**src/wav_header_check_and_decimate_core_macros.svh**
```systemverilog
`ifndef WAV_HEADER_CHECK_AND_DECIMATE_CORE_MACROS_SVH
`define WAV_HEADER_CHECK_AND_DECIMATE_CORE_MACROS_SVH

// same-cycle implication, clocked on clk_i, off during reset
`define WAVHC_ASSERT_IMP(lbl, ante, cons, msg) \
  lbl: assert property (@(posedge clk_i) disable iff (!rst_ni) (ante) |-> (cons)) \
    else $error(msg);

// next-cycle implication, clocked on clk_i, off during reset
`define WAVHC_ASSERT_NEXT(lbl, ante, cons, msg) \
  lbl: assert property (@(posedge clk_i) disable iff (!rst_ni) (ante) |=> (cons)) \
    else $error(msg);

`endif

```
**src/wavhc_pkg.sv**
```systemverilog
package wavhc_pkg;

  typedef struct packed {
    logic [7:0] data_byte;
    logic       end_of_file;
  } in_item_t;

  typedef struct packed {
    logic [1:0]         kind;
    logic signed [15:0] sample;
    logic [3:0]         error_code;
    logic               last;
  } out_item_t;

  typedef struct packed {
    logic        smp_valid;
    logic [15:0] raw;
    logic        tail_valid;
    logic [1:0]  tail_kind;
    logic [3:0]  tail_code;
  } cmd_t;

  localparam logic [1:0] KIND_SAMPLE = 2'd0;
  localparam logic [1:0] KIND_DONE   = 2'd1;
  localparam logic [1:0] KIND_ERROR  = 2'd2;

  localparam logic [3:0] ERR_RIFF      = 4'd0;
  localparam logic [3:0] ERR_WAVEFMT   = 4'd1;
  localparam logic [3:0] ERR_CHUNK     = 4'd2;
  localparam logic [3:0] ERR_FORMAT    = 4'd3;
  localparam logic [3:0] ERR_CHANNELS  = 4'd4;
  localparam logic [3:0] ERR_RATE      = 4'd5;
  localparam logic [3:0] ERR_BYTE_RATE = 4'd6;
  localparam logic [3:0] ERR_BITS      = 4'd7;
  localparam logic [3:0] ERR_DATA_TAG  = 4'd8;
  localparam logic [3:0] ERR_TRUNC     = 4'd9;
  localparam logic [3:0] CODE_CAPTURE  = 4'd14;
  localparam logic [3:0] CODE_NOCHECK  = 4'd15;

  localparam logic [5:0]  HDR_LAST    = 6'd43;
  localparam logic [14:0] SCALE_RESET = 15'd256;
  localparam int unsigned CMDQ_DEPTH  = 4;
  localparam int unsigned CMDQ_AW     = $clog2(CMDQ_DEPTH);
  localparam logic [3:0]  DIV_LAST    = 4'd15;

  function automatic logic [3:0] hdr_code(input logic [5:0] idx);
    logic [3:0] c;
    case (idx)
      6'd0, 6'd1, 6'd2, 6'd3:                         c = ERR_RIFF;
      6'd8, 6'd9, 6'd10, 6'd11, 6'd12, 6'd13, 6'd14, 6'd15: c = ERR_WAVEFMT;
      6'd16, 6'd17, 6'd18, 6'd19:                     c = ERR_CHUNK;
      6'd20, 6'd21:                                   c = ERR_FORMAT;
      6'd22, 6'd23:                                   c = ERR_CHANNELS;
      6'd24, 6'd25, 6'd26, 6'd27:                     c = ERR_RATE;
      6'd28, 6'd29, 6'd30, 6'd31:                     c = ERR_BYTE_RATE;
      6'd34, 6'd35:                                   c = ERR_BITS;
      6'd36, 6'd37, 6'd38, 6'd39:                     c = ERR_DATA_TAG;
      6'd40, 6'd41, 6'd42, 6'd43:                     c = CODE_CAPTURE;
      default:                                        c = CODE_NOCHECK;
    endcase
    return c;
  endfunction

  function automatic logic [7:0] hdr_expect(input logic [5:0] idx);
    logic [7:0] e;
    case (idx)
      6'd0:    e = 8'h52;
      6'd1:    e = 8'h49;
      6'd2:    e = 8'h46;
      6'd3:    e = 8'h46;
      6'd8:    e = 8'h57;
      6'd9:    e = 8'h41;
      6'd10:   e = 8'h56;
      6'd11:   e = 8'h45;
      6'd12:   e = 8'h66;
      6'd13:   e = 8'h6d;
      6'd14:   e = 8'h74;
      6'd15:   e = 8'h20;
      6'd16:   e = 8'h10;
      6'd20:   e = 8'h01;
      6'd22:   e = 8'h01;
      6'd24:   e = 8'h44;
      6'd25:   e = 8'hac;
      6'd28:   e = 8'h88;
      6'd29:   e = 8'h58;
      6'd30:   e = 8'h01;
      6'd34:   e = 8'h10;
      6'd36:   e = 8'h64;
      6'd37:   e = 8'h61;
      6'd38:   e = 8'h74;
      6'd39:   e = 8'h61;
      default: e = 8'h00;
    endcase
    return e;
  endfunction

endpackage

```
**src/wav_header_check_and_decimate_core.sv**
```systemverilog
// Path: a byte that yields a sample goes through the command queue, the bit-serial divider
// and the output register; a done or error beat goes through the queue and the tail state.
// Throughput: one byte per cycle while the 4-entry command queue has room; each kept sample
// (one per four data bytes) holds the back end in the divider, so the queue can fill and stall input.
// Reset (rst_ni low, asynchronous): parser back to the header, queues empty, scale to 256.
module wav_header_check_and_decimate_core (
  input  logic                 clk_i,
  input  logic                 rst_ni,
  input  logic                 push,
  output logic                 full,
  input  wavhc_pkg::in_item_t  in_item_i,
  output logic                 empty,
  input  logic                 pop,
  output wavhc_pkg::out_item_t out_item_o,
  input  logic                 cfg_valid_i,
  output logic                 cfg_ready_o,
  input  logic [14:0]          cfg_data_i
);
  import wavhc_pkg::*;

  logic q_push, q_full, q_pop, q_empty;
  cmd_t q_wcmd, q_rcmd;

  assign cfg_ready_o = 1'b1;

  wavhc_front u_front (
    .clk_i     (clk_i),
    .rst_ni    (rst_ni),
    .push      (push),
    .full      (full),
    .in_item_i (in_item_i),
    .q_full_i  (q_full),
    .q_push_o  (q_push),
    .q_cmd_o   (q_wcmd)
  );

  wavhc_cmdq u_cmdq (
    .clk_i   (clk_i),
    .rst_ni  (rst_ni),
    .push_i  (q_push),
    .wdata_i (q_wcmd),
    .full_o  (q_full),
    .pop_i   (q_pop),
    .rdata_o (q_rcmd),
    .empty_o (q_empty)
  );

  wavhc_back u_back (
    .clk_i      (clk_i),
    .rst_ni     (rst_ni),
    .cfg_we_i   (cfg_valid_i && cfg_ready_o),
    .cfg_data_i (cfg_data_i),
    .q_empty_i  (q_empty),
    .q_cmd_i    (q_rcmd),
    .q_pop_o    (q_pop),
    .empty      (empty),
    .pop        (pop),
    .out_item_o (out_item_o)
  );

endmodule

```
**src/wavhc_front.sv**
```systemverilog
module wavhc_front (
  input  logic              clk_i,
  input  logic              rst_ni,
  input  logic              push,
  output logic              full,
  input  wavhc_pkg::in_item_t in_item_i,
  input  logic              q_full_i,
  output logic              q_push_o,
  output wavhc_pkg::cmd_t   q_cmd_o
);
  import wavhc_pkg::*;

  typedef enum logic [2:0] {
    PH_HDR  = 3'b001,
    PH_DATA = 3'b010,
    PH_SKIP = 3'b100
  } phase_e;

  phase_e      phase_q, phase_d;
  logic [5:0]  hdr_idx_q, hdr_idx_d;
  logic [31:0] dcnt_q, dcnt_d;
  logic [31:0] len_q, len_d;
  logic        fld_err_q, fld_err_d;
  logic [7:0]  low_q, low_d;

  logic        accept;
  logic [7:0]  b;
  logic [3:0]  code;
  logic        chk;
  logic        fs;
  logic        fend;
  logic        fin;
  logic [31:0] dnext;
  cmd_t        cmd;

  assign full   = q_full_i;
  assign accept = push && !q_full_i;
  assign b      = in_item_i.data_byte;

  always_comb begin
    phase_d   = phase_q;
    hdr_idx_d = hdr_idx_q;
    dcnt_d    = dcnt_q;
    len_d     = len_q;
    fld_err_d = fld_err_q;
    low_d     = low_q;
    fin       = 1'b0;
    cmd       = '0;
    code      = hdr_code(hdr_idx_q);
    chk       = (code <= ERR_DATA_TAG);
    fs        = fld_err_q || (chk && (b != hdr_expect(hdr_idx_q)));
    fend      = (hdr_idx_q == HDR_LAST) || (hdr_code(hdr_idx_q + 6'd1) != code);
    dnext     = dcnt_q + 32'd1;

    case (phase_q)
      PH_HDR: begin
        hdr_idx_d = hdr_idx_q + 6'd1;
        if (code == CODE_CAPTURE) begin
          len_d[{hdr_idx_q[1:0], 3'b000} +: 8] = b;
        end
        if (fend && chk && fs) begin
          cmd.tail_valid = 1'b1;
          cmd.tail_kind  = KIND_ERROR;
          cmd.tail_code  = code;
          phase_d        = PH_SKIP;
          fin            = 1'b1;
        end else if (hdr_idx_q == HDR_LAST) begin
          hdr_idx_d = '0;
          dcnt_d    = '0;
          if (len_d == 32'd0) begin
            cmd.tail_valid = 1'b1;
            cmd.tail_kind  = KIND_DONE;
            phase_d        = PH_SKIP;
            fin            = 1'b1;
          end else begin
            phase_d = PH_DATA;
          end
        end
        fld_err_d = fend ? 1'b0 : fs;
      end
      PH_DATA: begin
        if (dcnt_q[1:0] == 2'd0) begin
          low_d = b;
        end else if (dcnt_q[1:0] == 2'd1) begin
          cmd.smp_valid = 1'b1;
          cmd.raw       = {b, low_q};
        end
        dcnt_d = dnext;
        if (dnext == len_q) begin
          cmd.tail_valid = 1'b1;
          cmd.tail_kind  = KIND_DONE;
          phase_d        = PH_SKIP;
          fin            = 1'b1;
        end
      end
      PH_SKIP: begin
      end
      default: begin
        phase_d = PH_HDR;
      end
    endcase

    if (in_item_i.end_of_file) begin
      if (!fin && phase_q != PH_SKIP) begin
        cmd.tail_valid = 1'b1;
        cmd.tail_kind  = KIND_ERROR;
        cmd.tail_code  = ERR_TRUNC;
      end
      phase_d   = PH_HDR;
      hdr_idx_d = '0;
      dcnt_d    = '0;
      len_d     = '0;
      fld_err_d = 1'b0;
      low_d     = '0;
    end
  end

  assign q_push_o = accept && (cmd.smp_valid || cmd.tail_valid);
  assign q_cmd_o  = cmd;

  always_ff @(posedge clk_i or negedge rst_ni) begin
    if (!rst_ni) begin
      phase_q   <= PH_HDR;
      hdr_idx_q <= '0;
      dcnt_q    <= '0;
      len_q     <= '0;
      fld_err_q <= 1'b0;
      low_q     <= '0;
    end else if (accept) begin
      phase_q   <= phase_d;
      hdr_idx_q <= hdr_idx_d;
      dcnt_q    <= dcnt_d;
      len_q     <= len_d;
      fld_err_q <= fld_err_d;
      low_q     <= low_d;
    end
  end

endmodule

```
**src/wavhc_cmdq.sv**
```systemverilog
module wavhc_cmdq (
  input  logic            clk_i,
  input  logic            rst_ni,
  input  logic            push_i,
  input  wavhc_pkg::cmd_t wdata_i,
  output logic            full_o,
  input  logic            pop_i,
  output wavhc_pkg::cmd_t rdata_o,
  output logic            empty_o
);
  import wavhc_pkg::*;

  cmd_t               mem_q [CMDQ_DEPTH];
  logic [CMDQ_AW-1:0] wr_q, rd_q;
  logic [CMDQ_AW:0]   cnt_q;
  logic               do_push, do_pop;

  assign full_o  = (cnt_q == (CMDQ_AW+1)'(CMDQ_DEPTH));
  assign empty_o = (cnt_q == '0);
  assign do_push = push_i && !full_o;
  assign do_pop  = pop_i && !empty_o;
  assign rdata_o = mem_q[rd_q];

  always_ff @(posedge clk_i) begin
    if (do_push) begin
      mem_q[wr_q] <= wdata_i;
    end
  end

  always_ff @(posedge clk_i or negedge rst_ni) begin
    if (!rst_ni) begin
      wr_q  <= '0;
      rd_q  <= '0;
      cnt_q <= '0;
    end else begin
      if (do_push) begin
        wr_q <= wr_q + 1'b1;
      end
      if (do_pop) begin
        rd_q <= rd_q + 1'b1;
      end
      case ({do_push, do_pop})
        2'b10:   cnt_q <= cnt_q + 1'b1;
        2'b01:   cnt_q <= cnt_q - 1'b1;
        default: cnt_q <= cnt_q;
      endcase
    end
  end

endmodule

```
**src/wavhc_back.sv**
```systemverilog
`include "wav_header_check_and_decimate_core_macros.svh"

module wavhc_back (
  input  logic                 clk_i,
  input  logic                 rst_ni,
  input  logic                 cfg_we_i,
  input  logic [14:0]          cfg_data_i,
  input  logic                 q_empty_i,
  input  wavhc_pkg::cmd_t      q_cmd_i,
  output logic                 q_pop_o,
  output logic                 empty,
  input  logic                 pop,
  output wavhc_pkg::out_item_t out_item_o
);
  import wavhc_pkg::*;

  typedef enum logic [3:0] {
    B_IDLE = 4'b0001,
    B_DIV  = 4'b0010,
    B_SMP  = 4'b0100,
    B_TAIL = 4'b1000
  } bstate_e;

  bstate_e     state_q, state_d;
  cmd_t        cmd_q, cmd_d;
  logic [15:0] rem_q, rem_d;
  logic [15:0] quo_q, quo_d;
  logic [3:0]  cnt_q, cnt_d;
  logic        neg_q, neg_d;
  logic [14:0] scale_q;
  out_item_t   out_q, out_d;
  logic        out_valid_q;
  logic        load;
  logic        slot_free;
  logic [15:0] divisor;
  logic [15:0] trial;
  logic        ge;

  assign slot_free  = !out_valid_q || pop;
  assign empty      = !out_valid_q;
  assign out_item_o = out_q;
  assign divisor    = (scale_q == '0) ? 16'd1 : {1'b0, scale_q};
  assign trial      = {rem_q[14:0], quo_q[15]};
  assign ge         = (trial >= divisor);

  always_comb begin
    state_d = state_q;
    cmd_d   = cmd_q;
    rem_d   = rem_q;
    quo_d   = quo_q;
    cnt_d   = cnt_q;
    neg_d   = neg_q;
    out_d   = out_q;
    load    = 1'b0;
    q_pop_o = 1'b0;
    case (state_q)
      B_IDLE: begin
        if (!q_empty_i) begin
          q_pop_o = 1'b1;
          cmd_d   = q_cmd_i;
          neg_d   = q_cmd_i.raw[15];
          quo_d   = q_cmd_i.raw[15] ? (16'd0 - q_cmd_i.raw) : q_cmd_i.raw;
          rem_d   = '0;
          cnt_d   = '0;
          state_d = q_cmd_i.smp_valid ? B_DIV : B_TAIL;
        end
      end
      B_DIV: begin
        rem_d = ge ? (trial - divisor) : trial;
        quo_d = {quo_q[14:0], ge};
        cnt_d = cnt_q + 4'd1;
        if (cnt_q == DIV_LAST) begin
          state_d = B_SMP;
        end
      end
      B_SMP: begin
        if (slot_free) begin
          load             = 1'b1;
          out_d.kind       = KIND_SAMPLE;
          out_d.sample     = $signed(neg_q ? (16'd0 - quo_q) : quo_q);
          out_d.error_code = '0;
          out_d.last       = !cmd_q.tail_valid;
          state_d          = cmd_q.tail_valid ? B_TAIL : B_IDLE;
        end
      end
      B_TAIL: begin
        if (slot_free) begin
          load             = 1'b1;
          out_d.kind       = cmd_q.tail_kind;
          out_d.sample     = '0;
          out_d.error_code = cmd_q.tail_code;
          out_d.last       = 1'b1;
          state_d          = B_IDLE;
        end
      end
      default: begin
        state_d = B_IDLE;
      end
    endcase
  end

  always_ff @(posedge clk_i) begin
    cmd_q <= cmd_d;
    rem_q <= rem_d;
    quo_q <= quo_d;
    neg_q <= neg_d;
    out_q <= out_d;
  end

  always_ff @(posedge clk_i or negedge rst_ni) begin
    if (!rst_ni) begin
      state_q     <= B_IDLE;
      cnt_q       <= '0;
      out_valid_q <= 1'b0;
      scale_q     <= SCALE_RESET;
    end else begin
      state_q <= state_d;
      cnt_q   <= cnt_d;
      if (load) begin
        out_valid_q <= 1'b1;
      end else if (pop) begin
        out_valid_q <= 1'b0;
      end
      if (cfg_we_i) begin
        scale_q <= cfg_data_i;
      end
    end
  end

  `WAVHC_ASSERT_NEXT(a_div_holds, (state_q == B_DIV) && (cnt_q != DIV_LAST), state_q == B_DIV, "divider left early")
  `WAVHC_ASSERT_NEXT(a_smp_beat, (state_q == B_SMP) && slot_free, out_valid_q && (out_q.kind == KIND_SAMPLE), "sample beat not loaded")
  `WAVHC_ASSERT_NEXT(a_tail_beat, (state_q == B_TAIL) && slot_free, out_valid_q && out_q.last && (out_q.kind != KIND_SAMPLE), "tail beat malformed")

endmodule
```
**config.mk**
```make
export PLATFORM = sky130hd
export DESIGN_NAME = wav_header_check_and_decimate_core
export DESIGN_NICKNAME = d
export VERILOG_FILES = /design/src/wavhc_pkg.sv /design/src/wav_header_check_and_decimate_core.sv /design/src/wavhc_front.sv /design/src/wavhc_cmdq.sv /design/src/wavhc_back.sv
export VERILOG_INCLUDE_DIRS = /design/src /design/src/src
export SDC_FILE = /design/constraint.sdc
export NUM_CORES = 1
export LEC_CHECK = 0
export ABC_AREA = 1
export BUFFER_PORTS_ARGS = -buffer_cell sky130_fd_sc_hd__buf_2
export CORE_MARGIN = 2
export CORE_UTILIZATION = 45
export DETAILED_ROUTE_END_ITERATION = 16
export GPL_ROUTABILITY_DRIVEN = 0
export HOLD_SLACK_MARGIN = 0.12
export PLACE_DENSITY = 0.63
export SYNTH_ARGS = -nofsm -noshare
export SYNTH_HDL_FRONTEND = slang
export SYNTH_SLANG_ARGS = --single-unit
```
**constraint.sdc**
```tcl
create_clock -name clk_i -period 5.15 [get_ports clk_i]
set_input_delay 0 -clock clk_i [delete_from_list [all_inputs] [get_ports clk_i]]
set_output_delay 0 -clock clk_i [all_outputs]
set_load 0.005 [all_outputs]
```
Word-level counts from Yosys, hierarchy flattened:

Memories as Yosys holds them, arrays and structs flattened.
Index checks and enable logic that the tools add are counted.

* register bits: 175
* ROM bits: 1024
* output and inout port bits: 26
* word-level logic and storage cells: 179
* memories: 4
* bits in writable memories: 96
* input bits: 29

* muxes and demuxes: 71
* magnitude comparators: 2
* bitwise gates (word level): 1
* shifts and indexed selects: 2
* reductions and logical operators: 38
* equality and inequality tests: 27
* add/sub/neg operators: 11

Memories
* (name not given): depth 64, width 8, read ports 1, clocked after Yosys merged registers in 0, write ports 0, line wavhc_pkg.sv:66 `case (idx)`
* (name not given): depth 64, width 4, read ports 1, clocked after Yosys merged registers in 0, write ports 0, line wavhc_pkg.sv:48 `case (idx)`
* (name not given): depth 64, width 4, read ports 1, clocked after Yosys merged registers in 0, write ports 0, line wavhc_pkg.sv:48
* u_cmdq.mem_q: depth 4, width 24, read ports 1, clocked after Yosys merged registers in 0, write ports 1, line wavhc_cmdq.sv:13 `cmd_t mem_q [CMDQ_DEPTH];`

Operator list (number)
* two-way mux 32 bit: 7
* one-hot mux 32 bit (2 select lines): 1
* two-way mux 17 bit: 3
* two-way mux 16 bit: 3
* two-way mux 23 bit: 2
* one-hot mux 23 bit (2 select lines): 1
* two-way mux 15 bit: 3
* two-way mux 4 bit: 9
* adder 32 x 1 -> 32 bit (second input constant): 1
* bitwise mux 32 bit: 1
* equality test 32 bit: 1
* zero test 32 bit: 1
* one-hot mux 16 bit (2 select lines): 1
* variable shift 8 x 7 -> 32 bit (first input constant): 1
* variable part select 8 x 7 -> 32 bit: 1
* subtractor 1 x 16 -> 16 bit (first input constant): 2
* one-hot mux 15 bit (2 select lines): 1
* two-way mux 3 bit: 9
* two-way mux 6 bit: 4
* two-way mux 8 bit: 3
* greater-or-equal comparator 16 x 15 -> 1 bit: 1
* one-hot mux 4 bit (4 select lines): 1
* zero test 15 bit: 1
* two-way mux 1 bit: 15
* other kinds (42): 79

Logic depth before layout (Yosys ltp):

Gate-level depths: netlist of run 1.

* depth in word-level cells: 19
* depth in mapped cells: 26
* depth with buffers taken out: 24

By module:

A second synthesis of run 1 with hierarchy kept.

* cells, all modules: 2184
* area total of the unflattened synthesis: 16941.2 µm²

By module, submodules not included
* wavhc_front: area each 7342.0 µm², cells each 1199, instances 1, sequential area each 2053.2 µm²
* wavhc_back: area each 5213.8 µm², cells each 642, instances 1, sequential area each 2464.9 µm²
* wavhc_cmdq: area each 4374.2 µm², cells each 341, instances 1, sequential area each 3057.9 µm²
* wav_header_check_and_decimate_core: area each 11.3 µm², cells each 2, instances 1, sequential area each 0.0 µm²

Least setup slack after synthesis of run 1:

No wires, ideal clock.

* path kind: reg2reg
* from: register u_front.hdr_idx_q[0]
* to: memory u_cmdq.mem_q[0][0] in the netlist's numbering (enable)
* cell stages (with the launch flop): 22
* clock period less this slack: 3.964 ns
* slack: 1.186 ns
* arrival time: 3.560 ns
* path buffers: 3
* data required time: 4.745 ns
* library setup time: 0.405 ns
* cell sequence: dfrtp_1 > inv_1 > buf_2 > ha_1 > clkbuf_1 > inv_1 > buf_2 > nand2_1 > nor2_1 > nand2_1 > o21ai_0 > nand4_1 > nand2_1 > inv_1 > nand2_1 > nor2_1 > nand2_1 > nor2_1 > nand3_2 > nand4_2 > o21bai_4 > nor2_1

RTL lines
* start: declaration: line wavhc_front.sv:20 `logic [5:0] hdr_idx_q, hdr_idx_d;`
* start signal: assignment: line wavhc_front.sv:131 `hdr_idx_q <= hdr_idx_d;`
* end: declaration: line wavhc_cmdq.sv:13

==> results of run 1 <==
-- layout make-up --
type	count	area (µm²)	share of cell area
flip-flops and latches	271	7580	0.415
clock inverters	19	193	0.0106
repair buffers	131	1020	0.0558
clock buffers	37	860	0.0471
inverters	237	890	0.0488
multi-input cells	1427	7140	0.391
diodes	1	2.50	0.000137
well taps	455	569	0.0312
-- power by group --
| group | internal (mW) | switching (mW) |
|---|---|---|
| Clock | 1.34 | 0.916 |
| Combinational | 1.01 | 2.03 |
| Sequential | 2.92 | 0.269 |
| Total | 5.26 | 3.21 |
-- final timing paths --
kind / slack, ps / cells after the start / endpoint / from
setup / recovery: 550 / 22 / u_cmdq.cnt_q[2]$_DFFE_PN0P_ / u_front.hdr_idx_q[0]$_DFFE_PN0P_
hold / removal: 210 / 3 / u_back.out_valid_q$_DFFE_PN0P_ / pop
setup reg to reg: 550 / 22 / u_cmdq.cnt_q[2]$_DFFE_PN0P_ / u_front.hdr_idx_q[0]$_DFFE_PN0P_
hold reg to reg: 480 / 1 / u_cmdq.cnt_q[0]$_DFFE_PN0P_ / u_cmdq.cnt_q[0]$_DFFE_PN0P_
max in group asynchronous: 3220 / 4 / u_front.fld_err_q$_DFFE_PN0P_ / rst_ni
min in group asynchronous: 620 / 3 / u_back.scale_q[11]$_DFFE_PN0P_ / rst_ni
-- critical path: stages (launching register included) --
cell and delay, ps:
dfrtp_1 490, inv_1 450, ha_1 600, inv_1 250, o21ai_0 210, nand3_1 130
nand2_1 70, nand2_1 50, nand2_1 60, nand2_1 50, nor2_1 90, nand2_1 50
nand2_1 50, nand2_1 100, nand3_1 240, nand4_2 220, o21bai_4 280, ha_1 190
inv_1 70, fa_1 380, a21oi_1 150, o21ai_0 120, xor2_1 150
-- cell usage in the layout (no fill, tap or decap), types with 32 or more instances in the layout --
cell type / instances
o21ai_1: 34
nand2_1: 551
buf_2: 52
o22ai_1: 47
nor2_1: 176
o21ai_0: 136
dfrtp_1: 110
nand3_1: 148
a21oi_1: 72
edfxtp_1: 158
nor3_1: 34
clkbuf_16: 32
inv_1: 210
nand4_1: 73
ha_1: 41
dlygate4sd3_1: 61
-- per-stage QoR --
step | area (µm²) | total power, mW
floorplan | 15900 | 5.42
finish | 18200 | 8.48
detailed placement | 16600 | 6.21
CTS | 18200 | 8.52
global route | 18200 | 9.09
global placement | 16600 | 6.13
-- logic make-up after synthesis --
logic type | synth area share
simple gates | 0.272
compound gates | 0.118
buf+inv | 0.0790
flops | 0.475
fa+ha+maj | 0.0347
xor+xnor | 0.0203
other cells | 0.000235
-- sequential cells by signal (all words and copies together) (netlist names), 7 cells and up --
register / flops
u_cmdq.mem_q: 96
u_front.dcnt_q: 32
u_front.len_q: 32
u_back.out_item_o: 23
u_back.quo_q: 16
u_back.rem_q: 15
u_back.scale_q: 15
u_front.low_q: 8
u_back.cmd_q: 7
-- layer usage --
metal	part of all wire	global-route usage	vias up	wire length (µm)
met4	0.029	0.0778	0	1230
met5	0	0	-	0
met2	0.47	0.402	403	20300
li1	-	-	6950	-
met1	0.44	0.315	6739	19000
met3	0.055	0.0309	89	2350
-- what timing repair did --
action,in CTS,in global routing
hold endpoints to repair,174,0
setup endpoints to repair,0,0
hold buffers,61,0
==> results.toml, run 1 <==
[status]
outcome = "finished, final reports clean"

[clocking]
cts_tree = "done"
path_clk_slew_ps = 70
clock_latency_ps = 580
cts_made_buffers = 30
cts_resized = 0
clock_path_buffers = 3
cts_root_buf = "clkbuf_16"
cts_setup_buffers = 0
clkSinkCount = 271
cts_htree_levels = 1

[sta]
fin_crit_ps = 4600
slew_viol_final = 0
fmax_mhz = 217
relSlewSlack = 0.272
rsz0062_at_grt = "no"
period_share = 0.893
setup_violations = 0
finalHoldViolations = 0
layout_setup_ws_ps = 552
worst_pin_slew_ps = 1090
clock_skew_ps = 42.0
holdWs_ps = 211
tns_ps = 0

[global_routing]
grt_remaining_overflow = 0
grt_max_degree = 62
grt_pass1_vias = 13584
grt.total_usage = 0.238
antenna_found_initial = 1
grt_pass1_wl_mm = 69.9

[routing]
drt_iter0_markers = 1219
first_pass_iters = 5
vias = 14181
wire_per_inst_um = 16.6
drc_errors = 0
avgViaCountPerCell = 5.50
drtAntennaViolNets = 0
wirelength_mm = 42.9

[placement]
dp_slack_ps = 663
placement.io_buffers = 53
dpl.cell_count = 2460
dp_hpwl_mm = 30.6

[worst_setup_path]
cp-start-kind = "flop"
critPathArrivalTime_ps = 5020
critPathMaxFanout = 19
critPathRequiredTime_ps = 5580
critPathCaptureType = "flop"
path_class = "reg -> reg"

[synth]
synth_seq_cells = 271
yosys.cell_types.count = 52
async_flop_share = 0.417
yosys_warnings = 0
synth.area.top_cells = "edfxtp_1 (30%), dfrtp_1 (17%), nand2_1 (13%), inv_1 (4.9%), nand3_1 (4.6%)"
syn_area_per_cell_um2 = 7.93
synth_area_um2 = 15900
syn_nets = 2082
synthTopCellsByCount = "nand2_1 (551), inv_1 (210), nor2_1 (182)"
ys_seq_area_frac = 0.475
ys.flop_type = "edfxtp_1"
synth_area_leader_cell = "edfxtp_1"
post-synth-top-area-fraction = 0.298
syn_inst = 2010
synth_edf_count = 158
synth_most_common_cell = "nand2_1"

[final_layout]
fillers = 3279
area_delta_synth_final_pct = 14.4
nNetsFinal = 2170
drive_gt1_frac = 0.0862
finalNonFillerCells = 2578
fin_util = 0.526

[floorplanning]
core_um2 = 34700
dieArea_um2 = 37000
initial_core_util = 0.459
num_rows = 68
die_y_um = 192
die_w_um = 192
io_pins = 55

[power]
p_leak_nw = 7.67
cellPowerDensity_nw_per_um2 = 465
ir_worst_vdd_mv = 0.412

[hold_path]
hold_path.class = "in -> reg"

[run]
cap_violations = 0
No activity file was read; power rests on OpenSTA's default activity.
==> run 2, diff against run 1 <==
--- a/config.mk
+++ b/config.mk
@@ -8,6 +8,7 @@
 export LEC_CHECK = 0
 export ABC_AREA = 1
 export BUFFER_PORTS_ARGS = -buffer_cell sky130_fd_sc_hd__buf_2
+export CAP_MARGIN = 0
 export CORE_MARGIN = 2
 export CORE_UTILIZATION = 45
 export DETAILED_ROUTE_END_ITERATION = 16
==> constraint.sdc (replaced) <==
create_clock -name clk_i -period 5.2 [get_ports clk_i]
set_input_delay 0 -clock clk_i [delete_from_list [all_inputs] [get_ports clk_i]]
set_output_delay 0 -clock clk_i [all_outputs]
set_load 0.005 [all_outputs]
==> run 2 against run 1 <==
Non-clock buffer count down 3. Via count up 0.14%. Highest routed layer unchanged. Utilization up 0.12 points. Critical path type unchanged. Fmax up 1.1%. Final cell count about the same. Largest cell class unchanged. Clock skew down 31 ps. Clock power up 5%. Worst setup slack better by 98 ps. Die area unchanged.
==> results.toml, run 2 (synthesis gave the netlist of run 1 again) <==
[sta]
tns_ps = 0
period_share = 0.875
worst_pin_slew_ps = 1090
fin_crit_ps = 4550
fmax_mhz = 220
setup_violations = 0
rsz0062_at_grt = "no"
finalHoldViolations = 0
relSlewSlack = 0.272
slew_viol_final = 0
clock_skew_ps = 11.5

[power]
p_seq_frac = 0.367
cellInternalPower_mw = 5.33
p_switching_mw = 3.21
p_leak_nw = 7.70
ir_worst_vdd_mv = 0.352
p_clk_frac = 0.278
cellPowerDensity_nw_per_um2 = 467
p_comb_frac = 0.355
p_sw_frac = 0.376

[final_layout]
nNetsFinal = 2168
layout_commonest_cell = "nand2_1"
drive_gt1_frac = 0.0839
reg_top3 = "u_cmdq.mem_q (96), u_front.dcnt_q (32), u_front.len_q (32)"
area_delta_synth_final_pct = 14.7
layout_common_cells = "nand2_1 (551), inv_1 (210), nor2_1 (176)"
postLayoutCellArea_um2 = 18300
largest_reg_flops = 96
multi_input_area_um2 = 7140
top_register = "u_cmdq.mem_q"
fillers = 3243
seq_area_um2 = 7580
fin_util = 0.527

[floorplanning]
initial_core_util = 0.459
io_pins = 55
dieArea_um2 = 37000
core_um2 = 34700
die_y_um = 192
num_rows = 68
die_w_um = 192

[status]
outcome = "finished, final reports clean"

[worst_setup_path]
critPathArrivalTime_ps = 5010
critPathRequiredTime_ps = 5660
critPathCaptureType = "flop"
critPathMaxFanout = 40
r2r_slack_ps = 650
r2r_end = "u_cmdq.cnt_q[2]$_DFFE_PN0P_"
reg2reg_depth = 20
cp-start-kind = "flop"
r2r-start = "u_front.hdr_idx_q[3]$_DFFE_PN0P_"
path_class = "reg -> reg"

[global_routing]
grt_pass1_wl_mm = 70.7
grt.total_usage = 0.241
grt_pass1_vias = 13584
grt_remaining_overflow = 0
antenna_found_initial = 1
grt_max_degree = 60

[clocking]
clkSinkCount = 271
path_clk_slew_ps = 60
cts_htree_levels = 1
cts_made_buffers = 31
cts_tree = "done"
clock_latency_ps = 590
cts_root_buf = "clkbuf_16"
clock_path_buffers = 3

[hold_path]
min_from = "pop"
hold_end = "u_back.out_valid_q$_DFFE_PN0P_"
hold_path_depth = 3
hold_path.class = "in -> reg"

[placement]
placement.io_buffers = 53
dpl_cell_area_um2 = 16600
dp_hpwl_mm = 30.6

[routing]
drt_iter0_markers = 1274
avgViaCountPerCell = 5.51
first_pass_iters = 5
wirelength_mm = 43.6
drtAntennaViolNets = 0
wire_per_inst_um = 16.9
drc_errors = 0
vias = 14201

[run]
cap_violations = 0
run 2: cell types whose count changed in the layout (fill, tap and decap cells not counted), moves of 2 or more:
cell,change
bufinv_16,+3
clkinvlp_4,-3
clkinv_1,+2
dlygate4sd3_1,-4
clkbuf_1,+6
clkinv_2,-4
run 2: area by class of cell:
type | instances | share of cell area
clock inverters | 17 | 0.0143
flip-flops and latches | 271 | 0.414
multi-input cells | 1427 | 0.390
repair buffers | 128 | 0.0550
inverters | 237 | 0.0487
clock buffers | 41 | 0.0461
well taps | 455 | 0.0311
diodes | 1 | 0.000137
run 2: worst max-delay path: stages, from the launching register on:
cell and delay [ps]:
dfrtp_1 550, inv_2 250, ha_1 240, a21oi_2 120
nor2_4 590, nand3_4 470, o21ai_1 310, inv_2 60
nand2_1 50, nor2_1 30, nand2_1 60, nor2_1 80
nand3_2 130, nand4_2 170, o21bai_4 270, ha_1 190
inv_1 60, fa_1 370, a21oi_1 140, o21ai_0 110
xor2_1 150
run 2: what timing repair did:
action                    4_1_cts  5_1_grt
hold buffers                   58        0
buffers inserted                0        0
hold endpoints to repair      168        0
resized for setup               0        0
run 2: worst max-delay path by stage:
stage	to	from	cells after the start	slack, ps
after detailed placement	u_cmdq.cnt_q[2]$_DFFE_PN0P_	u_front.hdr_idx_q[3]$_DFFE_PN0P_	20	720
after CTS	u_cmdq.cnt_q[2]$_DFFE_PN0P_	u_front.hdr_idx_q[3]$_DFFE_PN0P_	20	690
after global placement	u_cmdq.cnt_q[2]$_DFFE_PN0P_	u_front.hdr_idx_q[2]$_DFFE_PN0P_	19	840
after floorplan	u_cmdq.mem_q[0][0]$_DFFE_PP_	u_front.hdr_idx_q[0]$_DFFE_PN0P_	21	1240
final	u_cmdq.cnt_q[2]$_DFFE_PN0P_	u_front.hdr_idx_q[3]$_DFFE_PN0P_	20	650
after global routing	u_cmdq.cnt_q[2]$_DFFE_PN0P_	u_front.hdr_idx_q[0]$_DFFE_PN0P_	22	200
run 2: per-layer routing:
layer / wire (µm) / part of all wire / track usage
met1: 18900 / 0.43 / 0.321
met2: 21000 / 0.48 / 0.406
met3: 2430 / 0.056 / 0.0292
met4: 1280 / 0.029 / 0.0793
met5: 0 / 0 / 0
run 2: stage by stage:
stage          total power, mW  setup WS, ps  hold WS (ps)  instances
2_1_floorplan             5.36          1240          -296       2010
3_3_place_gp              6.08           839           129       2460
3_5_place_dp              6.15           717           145       2460
4_1_cts                   8.59           691           149       2576
5_1_grt                   9.14           196           180       2577
6_report                  8.54           650           182       2577
run 2: power by group through the flow:
stage	registers, mW	clock network [mW]	logic [mW]
2_1_floorplan	3.10	0	2.27
3_3_place_gp	3.17	0	2.91
3_5_place_dp	3.18	0	2.97
4_1_cts	3.14	2.42	3.03
5_1_grt	3.19	2.50	3.45
6_report	3.14	2.37	3.03
